File: src/rtl/core/plqr_pkg.sv
package plqr_pkg;

	// Configuration port widths.
	localparam int CFG_INDEX_W = 4;
	localparam int CFG_DATA_W  = 20;
	localparam int GAIN_W      = 20;
	localparam int VOLT_W      = 15;

	// Register indexes on the configuration port.
	localparam logic [CFG_INDEX_W-1:0] REG_GAIN_ANGLE_SWINGING = 4'd0;
	localparam logic [CFG_INDEX_W-1:0] REG_GAIN_RATE_SWINGING  = 4'd1;
	localparam logic [CFG_INDEX_W-1:0] REG_GAIN_WHEEL_SWINGING = 4'd2;
	localparam logic [CFG_INDEX_W-1:0] REG_GAIN_ANGLE_SETTLED  = 4'd3;
	localparam logic [CFG_INDEX_W-1:0] REG_GAIN_RATE_SETTLED   = 4'd4;
	localparam logic [CFG_INDEX_W-1:0] REG_GAIN_WHEEL_SETTLED  = 4'd5;
	localparam logic [CFG_INDEX_W-1:0] REG_VOLTAGE_CLAMP       = 4'd6;
	localparam logic [CFG_INDEX_W-1:0] REG_SWING_VOLTAGE       = 4'd7;

	// Register reset values.
	localparam logic [GAIN_W-1:0] RST_GAIN_ANGLE_SWINGING = 20'd204800;
	localparam logic [GAIN_W-1:0] RST_GAIN_RATE_SWINGING  = 20'd40960;
	localparam logic [GAIN_W-1:0] RST_GAIN_WHEEL_SWINGING = 20'd307;
	localparam logic [GAIN_W-1:0] RST_GAIN_ANGLE_SETTLED  = 20'd204800;
	localparam logic [GAIN_W-1:0] RST_GAIN_RATE_SETTLED   = 20'd15360;
	localparam logic [GAIN_W-1:0] RST_GAIN_WHEEL_SETTLED  = 20'd154;
	localparam logic [VOLT_W-1:0] RST_VOLTAGE_CLAMP       = 15'd28672;
	localparam logic [VOLT_W-1:0] RST_SWING_VOLTAGE       = 15'd6144;

	// Angle thresholds in Q.12 radians, compared against the 17-bit magnitude.
	localparam logic [16:0] SWING_THRESH    = 17'd2458;
	localparam logic [16:0] UNSETTLE_THRESH = 17'd205;

	// Hold time before the settled gain set takes over.
	localparam logic [31:0] STABLE_HOLD_MS = 32'd1000;

	// Queue between front and back.
	localparam int QUEUE_DEPTH = 4;
	localparam int QUEUE_AW    = $clog2(QUEUE_DEPTH);

	typedef struct packed {
		logic signed [15:0] tilt;
		logic signed [15:0] pendulum_rate;
		logic signed [23:0] wheel_velocity;
		logic        [31:0] now_ms;
	} in_item_t;

	typedef struct packed {
		logic signed [15:0] drive_voltage;
		logic               is_balanced;
		logic               is_swinging_up;
	} out_item_t;

	typedef struct packed {
		logic [GAIN_W-1:0] angle;
		logic [GAIN_W-1:0] rate;
		logic [GAIN_W-1:0] wheel;
	} gain_set_t;

	typedef struct packed {
		gain_set_t         swinging;
		gain_set_t         settled;
		logic [VOLT_W-1:0] voltage_clamp;
		logic [VOLT_W-1:0] swing_voltage;
	} cfg_regs_t;

	// One classified sample waiting for the back end.
	typedef struct packed {
		logic signed [15:0] angle;
		logic signed [15:0] rate;
		logic signed [23:0] wheel;
		gain_set_t          gains;
		logic               balanced;
		logic               swinging;
	} entry_t;

	// Handshake between the queue and its neighbors.
	typedef struct packed {
		logic full;
		logic empty;
	} queue_status_t;

endpackage

File: src/rtl/core/pendulum_lqr_balance_controller_top.sv
// Path: an accepted sample passes the queue write, the product stage and the
// sum/clamp register before out_valid rises. Throughput: one sample per cycle;
// the front stalls only when the four-entry queue is full. Reset (arst_n low)
// clears the stability state, the queue and the pipeline valid bits, and loads
// every configuration register with its default; no clearing pass follows.
module pendulum_lqr_balance_controller_top (
	input  logic                                 clk,
	input  logic                                 arst_n,
	input  logic                                 in_valid,
	output logic                                 in_ready,
	input  plqr_pkg::in_item_t                   in_data,
	output logic                                 out_valid,
	input  logic                                 out_ready,
	output plqr_pkg::out_item_t                  out_data,
	input  logic                                 cfg_valid,
	output logic                                 cfg_ready,
	input  logic [plqr_pkg::CFG_INDEX_W-1:0]     cfg_index,
	input  logic [plqr_pkg::CFG_DATA_W-1:0]      cfg_data
);
	import plqr_pkg::*;

	cfg_regs_t     cfg_q;
	queue_status_t q_status;
	logic          push;
	entry_t        push_entry;
	logic          pop;
	entry_t        head;

	assign cfg_ready = 1'b1;

	// Configuration register file; unknown indexes are ignored.
	always_ff @(posedge clk or negedge arst_n) begin
		if (!arst_n) begin
			cfg_q.swinging.angle <= RST_GAIN_ANGLE_SWINGING;
			cfg_q.swinging.rate  <= RST_GAIN_RATE_SWINGING;
			cfg_q.swinging.wheel <= RST_GAIN_WHEEL_SWINGING;
			cfg_q.settled.angle  <= RST_GAIN_ANGLE_SETTLED;
			cfg_q.settled.rate   <= RST_GAIN_RATE_SETTLED;
			cfg_q.settled.wheel  <= RST_GAIN_WHEEL_SETTLED;
			cfg_q.voltage_clamp  <= RST_VOLTAGE_CLAMP;
			cfg_q.swing_voltage  <= RST_SWING_VOLTAGE;
		end else if (cfg_valid && cfg_ready) begin
			unique case (cfg_index)
				REG_GAIN_ANGLE_SWINGING: cfg_q.swinging.angle <= cfg_data;
				REG_GAIN_RATE_SWINGING:  cfg_q.swinging.rate  <= cfg_data;
				REG_GAIN_WHEEL_SWINGING: cfg_q.swinging.wheel <= cfg_data;
				REG_GAIN_ANGLE_SETTLED:  cfg_q.settled.angle  <= cfg_data;
				REG_GAIN_RATE_SETTLED:   cfg_q.settled.rate   <= cfg_data;
				REG_GAIN_WHEEL_SETTLED:  cfg_q.settled.wheel  <= cfg_data;
				REG_VOLTAGE_CLAMP:       cfg_q.voltage_clamp  <= cfg_data[VOLT_W-1:0];
				REG_SWING_VOLTAGE:       cfg_q.swing_voltage  <= cfg_data[VOLT_W-1:0];
				default: begin
				end
			endcase
		end
	end

	// Front end: classification and stability tracking.
	plqr_front u_front (
		.clk        (clk),
		.arst_n     (arst_n),
		.in_valid   (in_valid),
		.in_ready   (in_ready),
		.in_data    (in_data),
		.cfg        (cfg_q),
		.q_status   (q_status),
		.push       (push),
		.push_entry (push_entry)
	);

	// Queue between the two halves.
	plqr_queue u_queue (
		.clk        (clk),
		.arst_n     (arst_n),
		.push       (push),
		.push_entry (push_entry),
		.pop        (pop),
		.head       (head),
		.status     (q_status)
	);

	// Back end: gain products, rounding and clamping.
	plqr_back u_back (
		.clk       (clk),
		.arst_n    (arst_n),
		.head      (head),
		.q_status  (q_status),
		.pop       (pop),
		.cfg       (cfg_q),
		.out_valid (out_valid),
		.out_ready (out_ready),
		.out_data  (out_data)
	);

endmodule

File: src/rtl/core/plqr_front.sv
module plqr_front (
	input  logic                 clk,
	input  logic                 arst_n,
	input  logic                 in_valid,
	output logic                 in_ready,
	input  plqr_pkg::in_item_t   in_data,
	input  plqr_pkg::cfg_regs_t  cfg,
	input  plqr_pkg::queue_status_t q_status,
	output logic                 push,
	output plqr_pkg::entry_t     push_entry
);
	import plqr_pkg::*;

	logic        stable_q;
	logic [31:0] last_unsettled_q;
	logic [16:0] mag;
	logic        swing;
	logic        unsettle;
	logic [31:0] elapsed;
	logic        stable_next;
	logic        accept;

	// Classify the sample by angle magnitude.
	always_comb begin
		if (in_data.tilt[15]) begin
			mag = 17'd0 - {in_data.tilt[15], in_data.tilt};
		end else begin
			mag = {1'b0, in_data.tilt};
		end
		swing    = (mag >= SWING_THRESH);
		unsettle = !swing && (mag >= UNSETTLE_THRESH);
		elapsed  = in_data.now_ms - last_unsettled_q;
		// A sample that restarts the timer forces the flag clear.
		stable_next = unsettle ? 1'b0 : (stable_q || (elapsed > STABLE_HOLD_MS));
	end

	assign in_ready = !q_status.full;
	assign accept   = in_valid && in_ready;
	assign push     = accept;

	// Build the queue entry with the gain set chosen for this sample.
	always_comb begin
		push_entry.angle    = in_data.tilt;
		push_entry.rate     = in_data.pendulum_rate;
		push_entry.wheel    = in_data.wheel_velocity;
		push_entry.swinging = swing;
		push_entry.balanced = !swing && stable_next;
		push_entry.gains    = stable_next ? cfg.settled : cfg.swinging;
	end

	// Stability state moves only on balancing samples.
	always_ff @(posedge clk or negedge arst_n) begin
		if (!arst_n) begin
			stable_q         <= 1'b0;
			last_unsettled_q <= 32'd0;
		end else if (accept && !swing) begin
			stable_q <= stable_next;
			if (unsettle) begin
				last_unsettled_q <= in_data.now_ms;
			end
		end
	end

endmodule

File: src/rtl/core/plqr_queue.sv
module plqr_queue (
	input  logic                    clk,
	input  logic                    arst_n,
	input  logic                    push,
	input  plqr_pkg::entry_t        push_entry,
	input  logic                    pop,
	output plqr_pkg::entry_t        head,
	output plqr_pkg::queue_status_t status
);
	import plqr_pkg::*;

	entry_t              mem_q [QUEUE_DEPTH];
	logic [QUEUE_AW-1:0] wr_ptr_q;
	logic [QUEUE_AW-1:0] rd_ptr_q;
	logic [QUEUE_AW:0]   count_q;
	logic                do_push;
	logic                do_pop;

	assign status.full  = (count_q == QUEUE_AW'(0) + (QUEUE_AW+1)'(QUEUE_DEPTH));
	assign status.empty = (count_q == '0);
	assign do_push      = push && !status.full;
	assign do_pop       = pop && !status.empty;
	assign head         = mem_q[rd_ptr_q];

	// Entry storage.
	always_ff @(posedge clk) begin
		if (do_push) begin
			mem_q[wr_ptr_q] <= push_entry;
		end
	end

	// Pointers and fill count.
	always_ff @(posedge clk or negedge arst_n) begin
		if (!arst_n) begin
			wr_ptr_q <= '0;
			rd_ptr_q <= '0;
			count_q  <= '0;
		end else begin
			if (do_push) begin
				wr_ptr_q <= wr_ptr_q + QUEUE_AW'(1);
			end
			if (do_pop) begin
				rd_ptr_q <= rd_ptr_q + QUEUE_AW'(1);
			end
			if (do_push && !do_pop) begin
				count_q <= count_q + (QUEUE_AW+1)'(1);
			end else if (do_pop && !do_push) begin
				count_q <= count_q - (QUEUE_AW+1)'(1);
			end
		end
	end

endmodule

File: src/rtl/core/plqr_back.sv
module plqr_back (
	input  logic                    clk,
	input  logic                    arst_n,
	input  plqr_pkg::entry_t        head,
	input  plqr_pkg::queue_status_t q_status,
	output logic                    pop,
	input  plqr_pkg::cfg_regs_t     cfg,
	output logic                    out_valid,
	input  logic                    out_ready,
	output plqr_pkg::out_item_t     out_data
);
	import plqr_pkg::*;

	logic                v_s1;
	logic signed [36:0]  prod_a_s1;
	logic signed [36:0]  prod_r_s1;
	logic signed [44:0]  prod_w_s1;
	logic signed [15:0]  swing_u_s1;
	logic                balanced_s1;
	logic                swinging_s1;
	logic                v_s2;
	out_item_t           data_s2;
	logic                ready_s2;
	logic                ready_s1;
	logic signed [15:0]  swing_u;
	logic signed [15:0]  sv_pos;
	logic signed [46:0]  sum;
	logic signed [46:0]  rnd;
	logic signed [36:0]  u;
	logic signed [36:0]  lim;
	logic signed [15:0]  u_clamped;

	assign ready_s2  = !v_s2 || out_ready;
	assign ready_s1  = !v_s1 || ready_s2;
	assign pop       = ready_s1 && !q_status.empty;
	assign out_valid = v_s2;
	assign out_data  = data_s2;

	// Swing-up drive opposes the pendulum rate.
	always_comb begin
		sv_pos = $signed({1'b0, cfg.swing_voltage});
		if (!head.rate[15] && (head.rate != 16'sd0)) begin
			swing_u = 16'sd0 - sv_pos;
		end else if (head.rate[15]) begin
			swing_u = sv_pos;
		end else begin
			swing_u = 16'sd0;
		end
	end

	// Stage 1: the three gain products.
	always_ff @(posedge clk) begin
		if (pop) begin
			prod_a_s1   <= 37'($signed({1'b0, head.gains.angle}) * head.angle);
			prod_r_s1   <= 37'($signed({1'b0, head.gains.rate}) * head.rate);
			prod_w_s1   <= 45'($signed({1'b0, head.gains.wheel}) * head.wheel);
			swing_u_s1  <= swing_u;
			balanced_s1 <= head.balanced;
			swinging_s1 <= head.swinging;
		end
	end

	// Sum, round to nearest with ties upward, then clamp.
	always_comb begin
		sum = 47'(prod_a_s1) + 47'(prod_r_s1) + 47'(prod_w_s1);
		rnd = sum + 47'sd512;
		u   = rnd[46:10];
		lim = $signed({22'd0, cfg.voltage_clamp});
		if (u > lim) begin
			u_clamped = lim[15:0];
		end else if (u < -lim) begin
			u_clamped = 16'(-lim);
		end else begin
			u_clamped = u[15:0];
		end
	end

	// Stage 2: output register.
	always_ff @(posedge clk) begin
		if (v_s1 && ready_s2) begin
			data_s2.drive_voltage  <= swinging_s1 ? swing_u_s1 : u_clamped;
			data_s2.is_balanced    <= balanced_s1;
			data_s2.is_swinging_up <= swinging_s1;
		end
	end

	// Stage valid bits.
	always_ff @(posedge clk or negedge arst_n) begin
		if (!arst_n) begin
			v_s1 <= 1'b0;
			v_s2 <= 1'b0;
		end else begin
			if (ready_s1) begin
				v_s1 <= pop;
			end
			if (ready_s2) begin
				v_s2 <= v_s1;
			end
		end
	end

endmodule

File: config.mk
export PLATFORM = sky130hd
export DESIGN_NAME = pendulum_lqr_balance_controller_top
export DESIGN_NICKNAME = d
export VERILOG_FILES = /design/src/rtl/core/plqr_pkg.sv /design/src/rtl/core/pendulum_lqr_balance_controller_top.sv /design/src/rtl/core/plqr_front.sv /design/src/rtl/core/plqr_queue.sv /design/src/rtl/core/plqr_back.sv
export SDC_FILE = /design/constraint.sdc
export NUM_CORES = 2
export LEC_CHECK = 0
export CAP_MARGIN = 20
export CELL_PAD_IN_SITES_DETAIL_PLACEMENT = 0
export CELL_PAD_IN_SITES_GLOBAL_PLACEMENT = 1
export CORE_MARGIN = 1
export CORE_UTILIZATION = 45
export CTS_BUF_LIST = sky130_fd_sc_hd__clkbuf_4 sky130_fd_sc_hd__clkbuf_8
export DETAILED_ROUTE_END_ITERATION = 10
export DONT_BUFFER_PORTS = 1
export GPL_ROUTABILITY_DRIVEN = 0
export PLACE_DENSITY = 0.81
export RECOVER_POWER = 25
export SYNTH_ARGS = -nofsm -noshare
export SYNTH_HDL_FRONTEND = slang
export SYNTH_HIERARCHICAL = 1
export SYNTH_SLANG_ARGS = --single-unit
export TNS_END_PERCENT = 1
File: constraint.sdc
create_clock -name clk -period 23.1 [get_ports clk]
set_input_delay 3.465 -clock clk [delete_from_list [all_inputs] [get_ports clk]]
set_output_delay 3.465 -clock clk [all_outputs]
set_load 0.01 [all_outputs]
==> flow_summary.json <==
{
  "wl_per_cell_um": 20.80,
  "postCtsSetupBuffers": 0,
  "drive_gt1_share_pct": 9.790,
  "finalCritPeriodShare_pct": 53.40,
  "slew_headroom_pct": -125.7,
  "endpoint_kind": "register",
  "fin_setup_tns_ps": 0,
  "cts.htree.levels": 4,
  "crit_arrival_ps": 12950,
  "clock.fmax_mhz": 81.06,
  "drt-initial-drc-count": 3263,
  "vias_per_cell": 5.396,
  "die_w_um": 419.8,
  "antenna_found_initial": 4,
  "hp-class": "register to register",
  "path_class": "register to register",
  "die_h_um": 419.8,
  "grt_pass1_wl_mm": 305.1,
  "postCtsHoldBufs": 0,
  "dr_total_vias": 50180,
  "fp-row-count": 152,
  "synth_compound_area_share_pct": 5.382,
  "tightest_slew_ps": 3385,
  "dieArea_sq_um": 176200,
  "critPathMaxFanout": 39,
  "period_needed_ps": 12340,
  "clk_pin_slew_ps": 60,
  "placeableCoreArea_sq_um": 172500,
  "outcome": "complete, but fails checks",
  "ys_seq_elements": 819,
  "route.detailed.drc": 0,
  "yosys_warnings": 6,
  "synthMuxAreaShare_pct": 7.439,
  "synthesis.area_sq_um": 78540,
  "cap_violations": 3,
  "fin_cells": 9299,
  "first_pass_iters": 6,
  "cts_root_buffer": "clkbuf_8",
  "antenna_left": 0,
  "grt_usage_pct": 22.58,
  "synth_top_family_by_area": "adder cells",
  "violations": "capacitance limit, slew limit",
  "rsz0062_at_grt": "false",
  "synthTopCellsByArea": "fa_1 26%, edfxtp_1 24%, ha_1 8.9%",
  "nets": 8594,
  "cts_buffers": 134,
  "cts_sinks": 819,
  "grt_max_degree": 193,
  "yosys.area_share.simple_pct": 10.89,
  "cts_tree": "built",
  "synthAdderAreaFrac_pct": 35.32,
  "synth.net_count": 8770,
  "areaGrowthSynthToFinish_pct": 5.471,
  "cts.path.max_buffers": 3,
  "first_global_vias": 54090,
  "synth_top_area_share_pct": 26.43,
  "start_util_pct": 45.53,
  "placement.io_buffers": 0,
  "hold_slack_ps": 434.9,
  "hold_viol": 0,
  "ys.flop_type": "edfxtp_1",
  "skew_ps": 56.18,
  "synth_most_common_cell": "inv_1",
  "synth.distinct_cells": 104,
  "placed_cells": 9054,
  "synth.avg_cell_area_sq_um": 11.13,
  "cts_resized": 0,
  "synth-xor-area-share_pct": 2.085,
  "use_met1_pct": 29.25,
  "synth-seq-area-share_pct": 30.13,
  "maxSlewViolCount": 108,
  "grt_util_met2_pct": 38.64,
  "synth_edf_count": 627,
  "ys_top_cells_by_count": "1373 x inv_1, 1037 x fa_1, 706 x nand2_1",
  "startpoint_type": "register",
  "critPathRequiredTime_ps": 23720,
  "finalCoreUtilization_pct": 48.02,
  "netlist_instances": 7058,
  "insertion_delay_ps": 890,
  "setup_viol": 0,
  "async_flop_share_pct": 23.44,
  "hpwlAfterDp_mm": 145.8,
  "grt_util_met3_pct": 3.585,
  "grt.busiest_layer": "met2",
  "grt_overflow": 0,
  "wl_mm": 193.4,
  "ios": 138,
  "yosysTopAreaCell": "fa_1"
}
==> through the flow <==
stage | area (sq um) | worst slack [ps]
6_report | 82830 | 10760
5_1_grt | 82830 | 9769
4_1_cts | 82810 | 12510
3_5_place_dp | 79960 | 12550
3_3_place_gp | 79950 | 12600
2_1_floorplan | 78540 | 10890
==> worst paths after layout <==
kind                       cells past startpoint  slack, ps           startpoint                     endpoint
setup / recovery                              26      10760  u_queue/rd_ptr_q[0]         u_back/prod_a_s1[35]
hold / removal                                 0        430   u_back/balanced_s1           u_back/out_data[1]
setup reg to reg                              26      10760  u_queue/rd_ptr_q[0]         u_back/prod_a_s1[35]
max in group asynchronous                      0      20400               arst_n                    cfg_q[37]
hold reg to reg                                0        430   u_back/balanced_s1           u_back/out_data[1]
min in group asynchronous                      0       2290               arst_n  u_front/last_unsettled_q[0]
==> worst max-delay path, stage by stage, from the launching register on <==
cell,delay [ps]
dfrtp_1,1470
clkbuf_1,2460
mux4_2,920
clkinv_1,480
nor2_1,260
fa_1,460
fa_1,460
fa_1,490
inv_1,50
fa_1,470
inv_1,60
fa_1,490
fa_1,430
ha_1,360
a21o_1,180
a21o_1,170
a21o_1,180
o2bb2ai_1,120
a311o_1,360
o311ai_0,470
a31oi_1,220
a211o_1,360
a2111o_1,460
nand2_1,80
o2111ai_1,130
a21oi_1,190
xnor2_1,250
==> metal layers <==
layer	share of wire, %	wire (um)
met5	0	0
met4	3.0	5797
met3	5.8	11240
met2	50	95900
met1	42	80500
==> logic make-up after synthesis <==
kind of cell / after synthesis
compound gates: 627
xor+xnor: 187
fa+ha+maj: 1595
buf+inv: 1715
flops: 819
mux: 383
other cells: 1
simple gates: 1731
==> registers in the layout (all words and copies together) (netlist names) <==
name / count
u_back/out_data: 18
u_back/prod_w_s1: 45
u_queue/wr_ptr_q: 2
u_queue/mem_q: 472
u_front/last_unsettled_q: 32
u_back/out_valid: 1
cfg_q: 150
u_queue/count_q: 3
u_back/balanced_s1: 1
u_back/prod_r_s1: 37
u_back/prod_a_s1: 37
u_back/swing_u_s1: 16
u_front/stable_q: 1
u_queue/rd_ptr_q: 2
u_back/v_s1: 1
u_back/swinging_s1: 1
==> layout make-up <==
| class | instances | area (sq um) |
|---|---|---|
| diodes | 2 | 5.005 |
| clock buffers | 177 | 2217 |
| clock inverters | 64 | 626.9 |
| fillers | 15500 | 89660 |
| inverters | 1374 | 5157 |
| multi-input cells | 4524 | 48040 |
| flip-flops and latches | 819 | 23670 |
| well taps | 2310 | 2890 |
| repair buffers | 29 | 227.7 |
==> cells in the final DEF, fill, tap and decap left out, types with 144 or more instances in the layout <==
master    instances
fa_1           1037
ha_1            558
nor2_1          195
inv_1          1373
edfxtp_1        627
dfrtp_1         165
a21oi_1         175
mux2_2          191
and2_1          511
xnor2_1         144
nand2_1         706
Power is left out: the tool's default activity adds up to more than one toggle a clock period on the data nets, which glitch-free logic cannot reach.
